File: src/hdl/pcc_pkg.sv
// Package for the polar/Cartesian converter: CORDIC constants and the opcode type.
// No dependencies.
package pcc_pkg;

  typedef enum logic {
    OP_P2C = 1'b0,
    OP_C2P = 1'b1
  } pcc_op_e;

  localparam int ZW = 36;  // internal angle width, Q30 radians with headroom

  localparam logic signed [ZW-1:0] PI_Q30      = 36'sd3373259426;
  localparam logic signed [ZW-1:0] HALF_PI_Q30 = 36'sd1686629713;
  localparam logic signed [ZW-1:0] TWO_PI_Q30  = 36'sd6746518852;
  localparam logic signed [31:0]   GAIN_Q30    = 32'sd652032874;

  function automatic logic signed [ZW-1:0] atan_q30(input int unsigned i);
    logic signed [ZW-1:0] t;
    unique case (i)
      0: t = 36'sd843314856;   1: t = 36'sd497837829;
      2: t = 36'sd263043836;   3: t = 36'sd133525158;
      4: t = 36'sd67021686;    5: t = 36'sd33543515;
      6: t = 36'sd16775850;    7: t = 36'sd8388437;
      8: t = 36'sd4194282;     9: t = 36'sd2097149;
      10: t = 36'sd1048575;    11: t = 36'sd524287;
      12: t = 36'sd262143;     13: t = 36'sd131071;
      14: t = 36'sd65535;      15: t = 36'sd32767;
      16: t = 36'sd16383;      17: t = 36'sd8191;
      18: t = 36'sd4095;       19: t = 36'sd2047;
      20: t = 36'sd1023;       21: t = 36'sd511;
      22: t = 36'sd255;        23: t = 36'sd127;
      24: t = 36'sd63;         25: t = 36'sd31;
      26: t = 36'sd15;         27: t = 36'sd7;
      28: t = 36'sd3;          29: t = 36'sd1;
      default: t = '0;
    endcase
    return t;
  endfunction

endpackage

File: src/hdl/pcc_stage.sv
// One CORDIC micro-rotation stage of the converter pipeline, with its register.
// Depends on pcc_pkg.
module pcc_stage import pcc_pkg::*; #(
  parameter int unsigned DW   = 32,
  parameter int unsigned STEP = 0
) (
  input  logic                 clk_i,
  input  logic                 rst_ni,
  input  logic                 en_i,
  input  logic                 valid_i,
  input  logic                 mode_i,   // 1: vectoring on y, 0: rotation on z
  input  logic                 side_i,
  input  logic signed [DW-1:0] px_i,
  input  logic signed [DW-1:0] py_i,
  input  logic signed [DW-1:0] vx_i,
  input  logic signed [DW-1:0] vy_i,
  input  logic signed [ZW-1:0] z_i,
  output logic                 valid_o,
  output logic                 mode_o,
  output logic                 side_o,
  output logic signed [DW-1:0] px_o,
  output logic signed [DW-1:0] py_o,
  output logic signed [DW-1:0] vx_o,
  output logic signed [DW-1:0] vy_o,
  output logic signed [ZW-1:0] z_o
);

  logic                 pos_d;
  logic signed [DW-1:0] px_d, py_d, vx_d, vy_d;
  logic signed [ZW-1:0] z_d;

  always_comb begin
    // positive rotation when rotating with z >= 0, or vectoring with y < 0
    pos_d = mode_i ? py_i[DW-1] : !z_i[ZW-1];
    if (pos_d) begin
      px_d = px_i - (py_i >>> STEP);
      py_d = py_i + (px_i >>> STEP);
      vx_d = vx_i - (vy_i >>> STEP);
      vy_d = vy_i + (vx_i >>> STEP);
      z_d  = z_i - atan_q30(STEP);
    end else begin
      px_d = px_i + (py_i >>> STEP);
      py_d = py_i - (px_i >>> STEP);
      vx_d = vx_i + (vy_i >>> STEP);
      vy_d = vy_i - (vx_i >>> STEP);
      z_d  = z_i + atan_q30(STEP);
    end
  end

  always_ff @(posedge clk_i or negedge rst_ni) begin
    if (!rst_ni) begin
      valid_o <= 1'b0;
    end else if (en_i) begin
      valid_o <= valid_i;
    end
  end

  always_ff @(posedge clk_i) begin
    if (en_i) begin
      mode_o <= mode_i;
      side_o <= side_i;
      px_o   <= px_d;
      py_o   <= py_d;
      vx_o   <= vx_d;
      vy_o   <= vy_d;
      z_o    <= z_d;
    end
  end

endmodule

File: config.mk
export PLATFORM = sky130hd
export DESIGN_NAME = pcc_stage
export DESIGN_NICKNAME = d
export VERILOG_FILES = /design/src/hdl/pcc_pkg.sv /design/src/hdl/pcc_stage.sv
export SDC_FILE = /design/constraint.sdc
export NUM_CORES = 1
export LEC_CHECK = 0
export BUFFER_PORTS_ARGS = -buffer_cell sky130_fd_sc_hd__buf_2
export CORE_ASPECT_RATIO = 1.2
export CORE_MARGIN = 2
export CORE_UTILIZATION = 35
export DETAILED_ROUTE_END_ITERATION = 8
export HOLD_SLACK_MARGIN = 0.15
export PLACE_DENSITY = 0.63
export RECOVER_POWER = 50
export SLEW_MARGIN = 10
export SYNTH_ARGS = -nofsm -noshare
export SYNTH_HDL_FRONTEND = slang
export SYNTH_SLANG_ARGS = --single-unit
File: constraint.sdc
create_clock -name clk_i -period 1.5 [get_ports clk_i]
set_clock_uncertainty 0.05 [all_clocks]
set_input_delay 0.3 -clock clk_i [delete_from_list [all_inputs] [get_ports clk_i]]
set_output_delay 0.3 -clock clk_i [all_outputs]
set_load 0.01 [all_outputs]
==> metrics.txt <==
sum of routed wire length over all layers between 60000 and 70000 um; count of pins on the block boundary roughly 340; total number of yosys warnings 0; deepest level of the CTS H-tree 4; clock input transition at the sequential cells of the worst setup and hold paths ~80 ps; maximum clock frequency roughly 350 MHz; root buffer cell sky130_fd_sc_hd__clkbuf_16; CP top delay family compound AO/OA/AOI/OAI gates; depth of the most critical reg-to-reg path 1; Post-Synthesis Net Count between 2000 and 2500; layout net count roughly 3500; number of register bits inferred by synthesis about 170; setup repair after global routing missed its margin yes; outcome finished with violations; failing checks setup timing; Cells on Worst Hold Path 3; total power density per cell area roughly 780 nW/um2; highest-delay cell along the critical path sky130_fd_sc_hd__or4_4; setup TNS -120780 ps; Die X-Extent between 200 and 250 um; Congestion Overflow GR 0; average detailed-routed wire length per instance about 18 um; class of the most critical setup path in2reg; post-placement cell area 25800 um2; cell count after placement 3674; CTS tree yes; most instantiated flip-flop cell in the synthesis netlist sky130_fd_sc_hd__edfxtp_1; CTS Buffer Depth 2; iteration count of the initial detailed-routing pass 5; drt via density 5.21; post-route antenna net violation count 0; total via count in the routed design ~20000; maximum number of pins on one net before global-route repair 75; count of flip-flops with a built-in enable after synthesis between 150 and 200; Hold Crit Endpoint py_o[0]$_DFFE_PP_; area of the mapped netlist roughly 17000 um2; global placer's final weighted congestion 0.944; Final Cycle Share 193%; cell area after layout approximately 30000 um2; least setup slack across all paths after layout -1390 ps; Reg2Reg Launch Point valid_o$_DFFE_PN0P_; sequential cell area fraction in the yosys report between 20 and 30%; Core Area 49100 um2; arrival time reported for the critical path endpoint around 3100 ps; fin crit period around 2900 ps; CP cell instances buf_8, clkinvlp_4, ha_4, nor2b_4, o211ai_1, a31oi_2, o22ai_2, o41a_1, o311a_1, or4_4, buf_6, a211oi_4, o31ai_1; vias in the first global route around 20000; post-detailed-route DRC marker count 0; Num CTS Buffers 17; synthesis-to-layout area growth 70.4%; critical-path maximum fanout 2; destination of the worst register-to-register timing path valid_o$_DFFE_PN0P_; Row Count between 80 and 90; number of cells in the finished layout apart from fillers ~3800; proportion of layout cells with a drive suffix above 1 50.2%; final number of hold-violating endpoints 0; Slew Viols, Final 0; largest stage delay on the critical path approximately 470 ps; DP HPWL between 50000 and 60000 um; average footprint of a synthesized cell 8.30 um2; GRT Total Usage a little over a quarter; launch point of the worst hold path py_i[0]; standby leakage power 13.6 nW; worst hold path class in2reg; Slew headroom ~45%; first-pass GRT wire length between 100000 and 150000 um; DIE HEIGHT ~250 um; DRC marker count from the first detailed-route iteration approximately 1100; Async S/R FF share, synth less than 1%; count of different cell masters after synthesis a little under 90; Worst Path Buf+Inv 3; number of buffers inserted by port buffering about 340; number of clock sinks roughly 170; critical path data required time about 1700 ps; Syn Inst Count 2097; starting density of the core between 30% and 40%; DIE AREA roughly 52000 um2; Maximum Capacitance Violations 0; Worst-Margin Slew between 800 and 900 ps; number of antenna violations at the first check in global routing 4; # setup viols final between 100 and 150; startpoint type of the worst setup path primary input; slack of the worst reg-to-reg path approximately 690 ps; Peak supply drop around 0.91 mV; Setup crit end kind flop; clk_lat worst skew 490 ps
==> cell families (layout without fill, tap and decap cells) <==
kind of cell | Yosys count | count (layout) | share of synthesized area [%]
other cells | 0 | 2 | 0
fa+ha+maj | 209 | 209 | 15.3
simple gates | 516 | 516 | 13.6
flops | 165 | 165 | 28.4
buf+inv | 307 | 1386 | 6.76
compound gates | 707 | 707 | 26.0
mux | 30 | 30 | 1.73
xor+xnor | 163 | 163 | 8.20
==> how the worst max path moves through the flow <==
stage                   from                  to  slack [ps]  depth (start not counted)
global route         px_i[1]  px_o[31]$_DFFE_PP_       -1420                         14
CTS                  px_i[1]  py_o[31]$_DFFE_PP_       -1360                         13
detailed placement   vy_i[0]  vx_o[28]$_DFFE_PP_       -2250                         14
floorplan           py_i[31]   z_o[33]$_DFFE_PP_       -1900                         18
finish               px_i[1]  px_o[31]$_DFFE_PP_       -1390                         13
global placement     vy_i[0]  vx_o[28]$_DFFE_PP_       -2160                         14
==> synthesized netlist by cell type (all sizes together) (37+ instances only) <==
library cell,n,share of area (%)
inv,194,4.2
buf,41,1.0
a21oi,237,6.8
edfxtp,164,28
clkbuf,66,1.4
nand3,37,1.1
a21o,54,2.3
o21bai,46,2.0
nand2,119,2.6
xnor2,129,6.5
ha,202,15
nor2,193,4.2
o21ai,157,4.5
nor3,40,1.1
==> sequential cells by signal, indices dropped and copies added, names as in the netlist <==
name     count
vx_o        32
valid_o      1
mode_o       1
px_o        31
py_o        32
vy_o        31
side_o       1
z_o         36
==> cell type report <==
type                            count  area [um2]
Fill cell                        4165       19500
Multi-Input combinational cell   1625       14000
Timing Repair Buffer             1154        8520
Sequential cell                   165        4950
Inverter                          200         843
Tap cell                          637         797
Clock buffer                       17         425
Clock inverter                     15         158
Antenna cell                        2        5.00
==> layer usage <==
layer,vias to the layer above,track usage (%),wire length [um]
li1,9635,-,-
met3,147,3.68,3200
met1,9479,30.1,27900
met2,627,49.0,36300
met4,4,10.4,2620
met5,-,0,27
==> what timing repair did <==
action / in CTS / in global routing
endpoints found under the setup margin: 151 / 151
hold buffers: 12 / 0
gates resized for setup: 332 / 198
pin swaps: 172 / 152
hold endpoints to repair: 20 / 0
cloned: 1 / 0
buffers inserted: 73 / 57
==> stage by stage <==
step	worst slack (ps)	hold slack, ps	power, mW	util [%]
floorplan	-1900	-45.6	11.9	-
global placement	-2160	24.3	16.6	52.6
detailed placement	-2250	28.5	16.7	52.6
CTS	-1360	152	22.5	58.0
global route	-1420	163	24.4	60.4
finish	-1390	186	23.2	60.4
==> where the power goes <==
part | switching [mW] | total [mW] | leakage (nW) | internal, mW
combinational | 6.30 | 12.2 | 11.7 | 5.95
sequential | 0.259 | 6.44 | 1.62 | 6.18
clock | 2.28 | 4.51 | 0.289 | 2.22
total | 8.84 | 23.2 | 13.6 | 14.4
==> layout by cell type (no fill, tap or decap), types with 33 or more instances in the layout <==
cell,Yosys,final
sky130_fd_sc_hd__buf_4,3,714
sky130_fd_sc_hd__buf_2,11,307
sky130_fd_sc_hd__nor2_1,193,172
sky130_fd_sc_hd__a21oi_1,237,169
sky130_fd_sc_hd__inv_1,193,165
sky130_fd_sc_hd__edfxtp_1,164,164
sky130_fd_sc_hd__ha_1,202,159
sky130_fd_sc_hd__xnor2_1,129,109
sky130_fd_sc_hd__nand2_1,119,105
sky130_fd_sc_hd__buf_6,0,103
sky130_fd_sc_hd__o21ai_0,154,74
sky130_fd_sc_hd__a21o_1,54,53
sky130_fd_sc_hd__a21oi_2,0,52
sky130_fd_sc_hd__o21bai_1,46,43
sky130_fd_sc_hd__o21ai_1,3,37
sky130_fd_sc_hd__nor3_1,40,35
sky130_fd_sc_hd__ha_4,0,33
Note: power is estimated with default switching activity, not from simulation.
