===== config.mk =====
export PLATFORM = sky130hd
export DESIGN_NAME = pcc_gain
export DESIGN_NICKNAME = d
export VERILOG_FILES = /design/src/hdl/pcc_pkg.sv /design/src/hdl/pcc_gain.sv
export SDC_FILE = /design/constraint.sdc
export NUM_CORES = 1
export LEC_CHECK = 0
export ABC_AREA = 1
export BUFFER_PORTS_ARGS = -buffer_cell sky130_fd_sc_hd__buf_2
export CORE_MARGIN = 2
export CORE_UTILIZATION = 30
export CTS_BUF_LIST = sky130_fd_sc_hd__clkbuf_2 sky130_fd_sc_hd__clkbuf_4 sky130_fd_sc_hd__clkbuf_8
export DETAILED_ROUTE_END_ITERATION = 8
export PLACE_DENSITY = 0.55
export SETUP_SLACK_MARGIN = 0.15
export SYNTH_ARGS = -nofsm -noshare
export SYNTH_HDL_FRONTEND = slang
export SYNTH_SLANG_ARGS = --single-unit

===== constraint.sdc =====
create_clock -name clk_i -period 15.4 [get_ports clk_i]
set_input_delay 0.77 -clock clk_i [delete_from_list [all_inputs] [get_ports clk_i]]
set_output_delay 0.77 -clock clk_i [all_outputs]
set_load 0.01 [all_outputs]

===== src/hdl/pcc_pkg.sv =====
// Package for the polar/Cartesian converter: CORDIC constants and the opcode type.
// No dependencies.
package pcc_pkg;

  typedef enum logic {
    OP_P2C = 1'b0,
    OP_C2P = 1'b1
  } pcc_op_e;

  localparam int ZW = 36;  // internal angle width, Q30 radians with headroom

  localparam logic signed [ZW-1:0] PI_Q30      = 36'sd3373259426;
  localparam logic signed [ZW-1:0] HALF_PI_Q30 = 36'sd1686629713;
  localparam logic signed [ZW-1:0] TWO_PI_Q30  = 36'sd6746518852;
  localparam logic signed [31:0]   GAIN_Q30    = 32'sd652032874;

  function automatic logic signed [ZW-1:0] atan_q30(input int unsigned i);
    logic signed [ZW-1:0] t;
    unique case (i)
      0: t = 36'sd843314856;   1: t = 36'sd497837829;
      2: t = 36'sd263043836;   3: t = 36'sd133525158;
      4: t = 36'sd67021686;    5: t = 36'sd33543515;
      6: t = 36'sd16775850;    7: t = 36'sd8388437;
      8: t = 36'sd4194282;     9: t = 36'sd2097149;
      10: t = 36'sd1048575;    11: t = 36'sd524287;
      12: t = 36'sd262143;     13: t = 36'sd131071;
      14: t = 36'sd65535;      15: t = 36'sd32767;
      16: t = 36'sd16383;      17: t = 36'sd8191;
      18: t = 36'sd4095;       19: t = 36'sd2047;
      20: t = 36'sd1023;       21: t = 36'sd511;
      22: t = 36'sd255;        23: t = 36'sd127;
      24: t = 36'sd63;         25: t = 36'sd31;
      26: t = 36'sd15;         27: t = 36'sd7;
      28: t = 36'sd3;          29: t = 36'sd1;
      default: t = '0;
    endcase
    return t;
  endfunction

endpackage


===== src/hdl/pcc_gain.sv =====
// Gain correction: round-half-up of v * GAIN_Q30 / 2^30, then saturation or clamp, two stages.
// Depends on pcc_pkg.
module pcc_gain import pcc_pkg::*; #(
  parameter int unsigned DW = 32,
  parameter int unsigned OW = 24
) (
  input  logic                 clk_i,
  input  logic                 en_i,
  input  logic signed [DW-1:0] v_i,
  input  logic                 clamp_neg_i,
  output logic signed [OW-1:0] v_o
);

  localparam int unsigned PW = DW + 32;
  localparam logic signed [PW-1:0] RND = PW'(64'sd1 <<< 29);
  localparam logic signed [PW-1:0] OMAX = PW'((64'sd1 <<< (OW-1)) - 1);
  localparam logic signed [PW-1:0] OMIN = -OMAX - PW'(1);

  logic signed [PW-1:0] prod_q;
  logic                 clamp_q;
  logic signed [PW-1:0] res_d;
  logic signed [OW-1:0] sat_d;
  logic signed [OW-1:0] v_q;

  // product registered as the first stage, before rounding and clamping
  always_ff @(posedge clk_i) begin
    if (en_i) begin
      prod_q  <= PW'(v_i) * PW'(GAIN_Q30);
      clamp_q <= clamp_neg_i;
    end
  end

  always_comb begin
    res_d = (prod_q + RND) >>> 30;
    if (clamp_q && res_d[PW-1]) begin
      sat_d = '0;
    end else if (res_d > OMAX) begin
      sat_d = OMAX[OW-1:0];
    end else if (res_d < OMIN) begin
      sat_d = OMIN[OW-1:0];
    end else begin
      sat_d = res_d[OW-1:0];
    end
  end

  // rounded and clamped value registered as the second stage
  always_ff @(posedge clk_i) begin
    if (en_i) begin
      v_q <= sat_d;
    end
  end

  assign v_o = v_q;

endmodule


==> impl_results.md, run 1 <==
- Post-detailed-route DRC marker count: 0
- Worst Setup Start Kind: primary input
- Effective utilization at floorplan: 0.303
- Vias per cell: 4.55
- Number of slew-limit violations in the final report: 0
- First-pass GRT wire length: approximately 110 mm
- Max Fanout on Critical Path: 46
- Port Buffer Count: 58
- HPWL after detailed placement: 65.4 mm
- Period minus WS final: 7.63 ns
- Avg Inst Size Synth: 8.76 um^2
- Number of primary I/O pins: 59
- Area delta synth->final: 7.52%
- Mapped Cells: 2682
- Clock edge transition at the registers on the reported setup and hold paths: ~0.070 ns
- Wire length reported by the detailed router: 71.6 mm
- Max Cap Viol: 0
- Post-CTS Repair Setup Buffers: 0
- Final critical-path share of the clock period: 0.496
- Number of vias in the routed layout: approximately 17000
- Number of library cell types mapped by synthesis: 41
- Final Cell Area: 0.0253 mm^2
- Cell taking the most area after synthesis: fa_1
- Number of cells after detailed placement: 3775
- GRT Total Usage: 0.180
- Highest Clock Rate: ~130 MHz
- Library cell with the highest instance count after synthesis: inv_1
- Max-slew headroom at the worst pin: 0.500
- Dpl cell area: 0.0250 mm^2
- Cts repair resizes: 0
- Die footprint: 0.0806 mm^2
- Number of levels the H-tree was split into: 3
- Category of the worst setup path capture point: flop
- Actual transition at the worst max-transition pin: around 0.75 ns
- Reg-to-reg setup timing slack: 12.71 ns
- Number of DRC markers after the initial detailed-route iteration: 1280
- Final weighted congestion in routability-driven placement: 1.00
- Least setup slack across all paths after layout: 7.77 ns
- Number of synthesized flops with an enable pin: 59
- Core ar.: 0.0775 mm^2
- Via count of the first global-routing pass: 18502
- Worst endpoint required time: 15.51 ns
- Antenna violations before repair: 0
- Portion of the post-synthesis area used by sequential elements: 0.0754
- Synth Net Count: roughly 3500
- Count of placed standard cells in the final layout, fillers left out: 3791
- Data arrival time of the critical path: 7.74 ns
- Clock buffers created by TritonCTS: 9
- Buffers from clock root to sink, at most: 2
- Most frequently used flop master after synthesis: edfxtp_1
- Pin count of the biggest net entering global routing: 60
- Die W: between 200 and 300 um
- Synthesized area: 0.0235 mm^2
- Fillcell total: 8221
- Synthesis-stage register bit count: 59
- Row cnt: 102
- Total grt overflow: 0
- Area share of the leading cell type in the synthesized netlist: 0.361
- Hold violation total from the final report: 0
- TritonCTS clock tree: done
- Run status: finished, final reports clean
- Number of iterations in the first detailed-routing pass: 5
- Worst-case clock skew: 0.0127 ns
- Clk Tree Root Cell: clkbuf_8
- Clock latency on the worst-skew pair: approximately 0.36 ns
- Number of routed nets with antenna violations: 0
- Vertical die dimension: 284 um
- Post-synth ARST share: 0
- Category of the most critical setup path: primary input to flop
- Commonest cells in the synthesized netlist: inv_1, fa_1, ha_1
- Class of the tightest hold or removal check: flop to flop
- Number of nets in the layout: 3582
- Number of hold buffers added after CTS: 0
- RSZ-0062 raised after global routing: no
- Per-cell routed wire length: between 15 and 20 um
- Yosys warning total: 0
- Antenna diode count: 0
- Fraction of final layout cells with drive strength greater than 1: 0.0567
- Dpl ws: between 7 and 8 ns
- Number of setup violations in the final report: 0
- Most area-consuming cells after synthesis: fa_1, ha_1, inv_1, edfxtp_1, nand2_1
- Post-route setup TNS: 0 ns
- Number of clock sinks seen by CTS: 59
==> sequential cells by signal (all words and copies together), names as in the netlist <==
name	count
prod_q	34
v_o	24
clamp_q	1
==> worst max-delay path, stage by stage <==
cell and delay [ns]:
buf_2 0.08, buf_4 0.51, ha_1 0.41, inv_1 0.21, ha_1 0.32, inv_1 0.10, fa_1 0.44, fa_1 0.51
inv_1 0.05, fa_1 0.48, fa_1 0.53, fa_1 0.61, inv_1 0.07, fa_1 0.51, inv_1 0.05, ha_1 0.39
nand2_1 0.20, inv_1 0.06, a21oi_1 0.29, a21boi_0 0.48, o21ai_0 0.21, a21oi_1 0.24, nand2_1 0.08, nand2_1 0.06
nand2_1 0.05
==> cell families after synthesis <==
| group | synth area share |
|---|---|
| buf+inv | 0.131 |
| flops | 0.0754 |
| compound gates | 0.0708 |
| fa+ha+maj | 0.562 |
| simple gates | 0.109 |
| xor+xnor | 0.0518 |
==> layer usage <==
metal  GRT usage  vias up  share of wire
met2       0.298      528           0.45
met1       0.256     8400           0.47
met4      0.0396        0          0.025
met3      0.0148       96          0.051
li1            -     8228              -
met5           0        -              0
==> through the flow <==
stage / hold slack (ns) / util
global placement: 0.562 / 0.323
detailed placement: 0.561 / 0.323
CTS: 0.577 / 0.326
finish: 0.571 / 0.326
floorplan: 0.531 / -
global route: 0.600 / 0.326
==> layout make-up <==
class	count	area [um^2]	area share
multi-input cells	1817	18700	0.738
inverters	797	2990	0.118
flip-flops and latches	59	1770	0.0701
well taps	1040	1300	0.0515
repair buffers	62	320	0.0127
clock buffers	9	124	0.00490
clock inverters	7	101	0.00401
==> cell usage in the layout (no fill, tap or decap), types with 20 or more instances in the layout <==
cell | synthesis | layout
nor2_1 | 171 | 170
a21o_1 | 20 | 20
xnor2_1 | 47 | 47
ha_1 | 377 | 377
nand3_1 | 50 | 50
o21ai_0 | 66 | 66
nand2_1 | 289 | 289
o21bai_1 | 33 | 33
nand2_2 | 27 | 27
edfxtp_1 | 59 | 59
inv_1 | 792 | 791
a21oi_2 | 20 | 20
xor2_1 | 92 | 92
buf_2 | 0 | 58
fa_1 | 424 | 424
a21oi_1 | 118 | 118
==> worst paths after layout <==
path / endpoint / from / cells after the start
max: prod_q[60] / v_i[31] / 25
max reg2reg: v_o[1] / prod_q[29] / 12
min: v_o[23] / clamp_q / 1
min reg2reg: v_o[23] / clamp_q / 1
Power of run 1 is left out: the tool's default activity adds up to more than one toggle a clock period on the data nets, which glitch-free logic cannot reach.
==> run 2, diff against run 1 <==
Settings changed: PLACE_DENSITY 0.55 to 0.57.
Clock period 15.4 ns to 6.3 ns, I/O delays scaled along.
==> impl_results.md, run 2 (synthesis gave the netlist of run 1 again) <==
- Run status: finished, final reports clean
- Buffers from clock root to sink, at most: 2
- Max Fanout on Critical Path: 6
- Post-detailed-route DRC marker count: 0
- Data arrival time of the critical path: 6.24 ns
- RSZ-0062 raised after global routing: yes
- Number of slew-limit violations in the final report: 0
- Class of the tightest hold or removal check: primary input to flop
- Cell with the largest stage delay on the worst path: fa_1
- Total grt overflow: 0
- Number of iterations in the first detailed-routing pass: 5
- Clock latency on the worst-skew pair: 0.34 ns
- Number of DRC markers after the initial detailed-route iteration: slightly above 1000
- Final core utilization: 0.402
- Flip-flop count of the largest register, all copies and words added: 34
- Clock buffers created by TritonCTS: 9
- Register bank with the most flops: prod_q
- Row cnt: 102
- Core ar.: 0.0775 mm^2
- Number of levels the H-tree was split into: 3
- Number of vias in the routed layout: about 19000
- Hold violation total from the final report: 0
- Fraction of final layout cells with drive strength greater than 1: 0.320
- Number of setup violations in the final report: 0
- Worst-case hold slack: ~0.17 ns
- Final critical-path share of the clock period: 0.970
- Category of the worst setup path capture point: flop
- Final weighted congestion in routability-driven placement: 0.981
- Number of nets in the layout: 4063
- Clock edge transition at the registers on the reported setup and hold paths: 0.06 ns
- Period minus WS final: 6.11 ns
- Post-route setup TNS: 0 ns
- Antenna diode count: 0
- Worst setup path endpoint: prod_q[51]
- Max-slew headroom at the worst pin: 0.510
- Number of hold buffers added after CTS: 0
- Number of primary I/O pins: 59
- Clk Tree Root Cell: clkbuf_8
- Worst endpoint required time: 6.43 ns
- Max Cap Viol: 0
- Depth of the worst register-to-register path: 12
- Reg-to-reg setup timing slack: 3.54 ns
- Actual transition at the worst max-transition pin: 0.734 ns
- Most frequent cell on the critical path: fa_1
- Number of routed nets with antenna violations: 0
- Most frequent cells in the layout: inv_1, buf_4, fa_1
- Most frequent standard cell in the layout excluding fill and tap cells: inv_1
- Pin count of the biggest net entering global routing: 60
- Area delta synth->final: 32.7%
- Antenna violations before repair: 0
- Vias per cell: 4.48
- Per-cell routed wire length: 17.6 um
- GRT Total Usage: 0.186
- Worst Setup Start Kind: primary input
- Vertical die dimension: approximately 280 um
- First-pass GRT wire length: 116 mm
- Die W: approximately 280 um
- Port Buffer Count: 58
- Via count of the first global-routing pass: 20291
- Worst setup path startpoint: v_i[3]
- Worst flop-to-flop path startpoint: prod_q[29]
- Worst-case clock skew: 0.0154 ns
- HPWL after detailed placement: roughly 70 mm
- Endpoint of the lowest-slack register-to-register path: v_o[0]
- Effective utilization at floorplan: 0.303
- Die footprint: 0.0806 mm^2
- Wire length reported by the detailed router: 75.3 mm
- Highest Clock Rate: 164 MHz
- Slowest stage delay, CP: 0.61 ns
- Category of the most critical setup path: primary input to flop
- TritonCTS clock tree: done
- Number of clock sinks seen by CTS: 59
-- run 2: repair_timing --
item,CTS,global route
gates resized for setup,167,399
pin swaps,53,164
endpoints found under the setup margin,33,34
buffers inserted,5,22
-- run 2: how the worst min path moves through the flow --
| stage | start | end | slack [ns] | cells after the start |
|---|---|---|---|---|
| final | clamp_neg_i | clamp_q | 0.17 | 1 |
| after detailed placement | clamp_neg_i | clamp_q | 0.51 | 1 |
| after global routing | clamp_neg_i | clamp_q | 0.16 | 1 |
| after floorplan | clamp_neg_i | clamp_q | 0.41 | 0 |
| after global placement | clamp_neg_i | clamp_q | 0.50 | 1 |
| after CTS | clamp_neg_i | clamp_q | 0.16 | 1 |
-- run 2: metal layers --
metal / GRT usage / up-vias / wire [um]
li1: - / 9200 / -
met4: 0.0315 / 0 / 1790
met5: 0 / - / 0
met1: 0.260 / 9403 / 34900
met2: 0.313 / 464 / 34600
met3: 0.0209 / 88 / 3950
-- run 2: final cells by class --
| cell class | instances | area, um^2 |
|---|---|---|
| repair buffers | 543 | 4110 |
| well taps | 1040 | 1300 |
| fillers | 7824 | 46300 |
| inverters | 797 | 2990 |
| flip-flops and latches | 59 | 1770 |
| clock buffers | 11 | 139 |
| clock inverters | 4 | 18.8 |
| multi-input cells | 1817 | 20800 |
-- run 2: stage by stage --
step           std cells  area (um^2)  worst slack [ns]
6_report            4271        31200             0.189
4_1_cts             4249        29400             0.136
3_3_place_gp        4229        28500            -0.480
3_5_place_dp        4229        28500            -0.498
5_1_grt             4271        31200           0.00944
2_1_floorplan       2682        23500             0.240
-- run 2: critical path: cells and delay by family --
family / cells / cell delay [ns]
and+or+nand+nor: 5 / 0.62
adders and majority gates: 9 / 3.61
AOI/OAI and AO/OA: 2 / 0.32
xor gates and xnor gates: 3 / 0.67
buffers and inverters: 6 / 0.68
Power of run 2 is left out for the same reason.
==> run 3, diff against run 2 <==
Settings changed: HOLD_SLACK_MARGIN set to 0.05, RECOVER_POWER set to 100.
==> impl_results.md, run 3 (synthesis gave the netlist of run 1 again) <==
- Worst endpoint required time: roughly 6.4 ns
- Period minus WS final: between 6 and 7 ns
- Worst-case clock skew: 0.0142 ns
- Fillcell total: 7859
- TritonCTS clock tree: done
- Effective utilization at floorplan: 0.303
- First-pass GRT wire length: approximately 120 mm
- Highest Clock Rate: 163 MHz
- Antenna diode count: 0
- Register bank with the most flops: prod_q
- HPWL after detailed placement: 68.0 mm
- Category of the worst setup path capture point: flop
- Number of primary I/O pins: 59
- Run status: finished, violations left
- Antenna violations before repair: 0
- Pin count of the biggest net entering global routing: 60
- Fraction of final layout cells with drive strength greater than 1: 0.304
- Actual transition at the worst max-transition pin: 3.07 ns
- Post-detailed-route DRC marker count: 0
- Clock buffers created by TritonCTS: 9
- Number of hold buffers added after CTS: 0
- Clock latency on the worst-skew pair: approximately 0.34 ns
- Final weighted congestion in routability-driven placement: 0.981
- Dpl cell area: 0.0285 mm^2
- Area delta synth->final: 32.1%
- Die W: 284 um
- Max-slew headroom at the worst pin: -1.04
- Class of the tightest hold or removal check: primary input to flop
- Final critical-path share of the clock period: 0.974
- Number of iterations in the first detailed-routing pass: 5
- Number of slew-limit violations in the final report: 60
- Core ar.: ~0.077 mm^2
- Row cnt: 102
- Buffers from clock root to sink, at most: 2
- Vias per cell: 4.47
- Number of levels the H-tree was split into: 3
- Wire length reported by the detailed router: 75.4 mm
- Flip-flop count of the largest register, all copies and words added: 34
- Slowest stage delay, CP: 0.61 ns
- Port Buffer Count: 58
- Per-cell routed wire length: 17.6 um
- Worst-case hold slack: roughly 0.17 ns
- Post-route setup TNS: 0 ns
- Area of the multi-input gates: just over 0.02 mm^2
- Cell with the largest stage delay on the worst path: fa_1
- Register area: about 0.0018 mm^2
- Number of vias in the routed layout: 19112
- Max Cap Viol: 1
- Total grt overflow: 0
- Most frequent standard cell in the layout excluding fill and tap cells: inv_1
- Number of clock sinks seen by CTS: 59
- CP delay by family, top: adder cells
- Final Cell Area: 0.0310 mm^2
- RSZ-0062 raised after global routing: yes
- Number of nets in the layout: 4063
- Number of DRC markers after the initial detailed-route iteration: between 900 and 1000
- Die footprint: 0.0806 mm^2
- Vertical die dimension: 284 um
- Via count of the first global-routing pass: ~20000
- Category of the most critical setup path: primary input to flop
- Number of setup violations in the final report: 0
- Violations in the final reports: max-capacitance violations, max-slew violations
- Worst Setup Start Kind: primary input
- Clk Tree Root Cell: clkbuf_8
- GRT Total Usage: 0.186
- Buffers plus inverters on the worst setup path: 6
- Clock edge transition at the registers on the reported setup and hold paths: approximately 0.06 ns
- Most frequent cells in the layout: inv_1, buf_4, fa_1
- Most frequent cell on the critical path: fa_1
- Data arrival time of the critical path: 6.27 ns
- Hold violation total from the final report: 0
- Number of routed nets with antenna violations: 0
- Max Fanout on Critical Path: 6
run 3: metrics by stage:
stage	worst slack (ns)	util	cells
after floorplan	0.240	-	2682
after global placement	-0.480	0.367	4229
after detailed placement	-0.498	0.367	4229
after CTS	0.136	0.380	4249
after global routing	-0.0113	0.401	4271
final	0.161	0.401	4271
run 3: area by class of cell:
type,count,share of cell area
Inverter,797,0.0964
Multi-Input combinational cell,1817,0.668
Timing Repair Buffer,543,0.131
Clock inverter,4,0.000605
Tap cell,1040,0.0419
Clock buffer,11,0.00448
Sequential cell,59,0.0571
run 3: worst paths after layout:
path / startpoint / to / slack, ns / depth (start not counted)
worst min register to register: clamp_q / v_o[23] / 0.56 / 1
worst max-delay path: v_i[3] / prod_q[51] / 0.16 / 25
worst min-delay path: clamp_neg_i / clamp_q / 0.17 / 1
worst max register to register: prod_q[29] / v_o[0] / 3.04 / 12
run 3: timing repair:
| item | CTS | global route |
|---|---|---|
| resized for setup | 167 | 399 |
| cloned | 0 | 0 |
| setup endpoints to repair | 33 | 34 |
| pin swaps | 53 | 164 |
| setup buffers | 5 | 22 |
| hold endpoints to repair | 0 | 0 |
run 3: layer usage:
metal	global-route usage	wire, um	vias to the layer above
li1	-	-	9198
met1	0.260	35200	9409
met5	0	0	-
met3	0.0209	3680	86
met2	0.313	34700	419
met4	0.0315	1810	0
Power of run 3 is left out for the same reason.
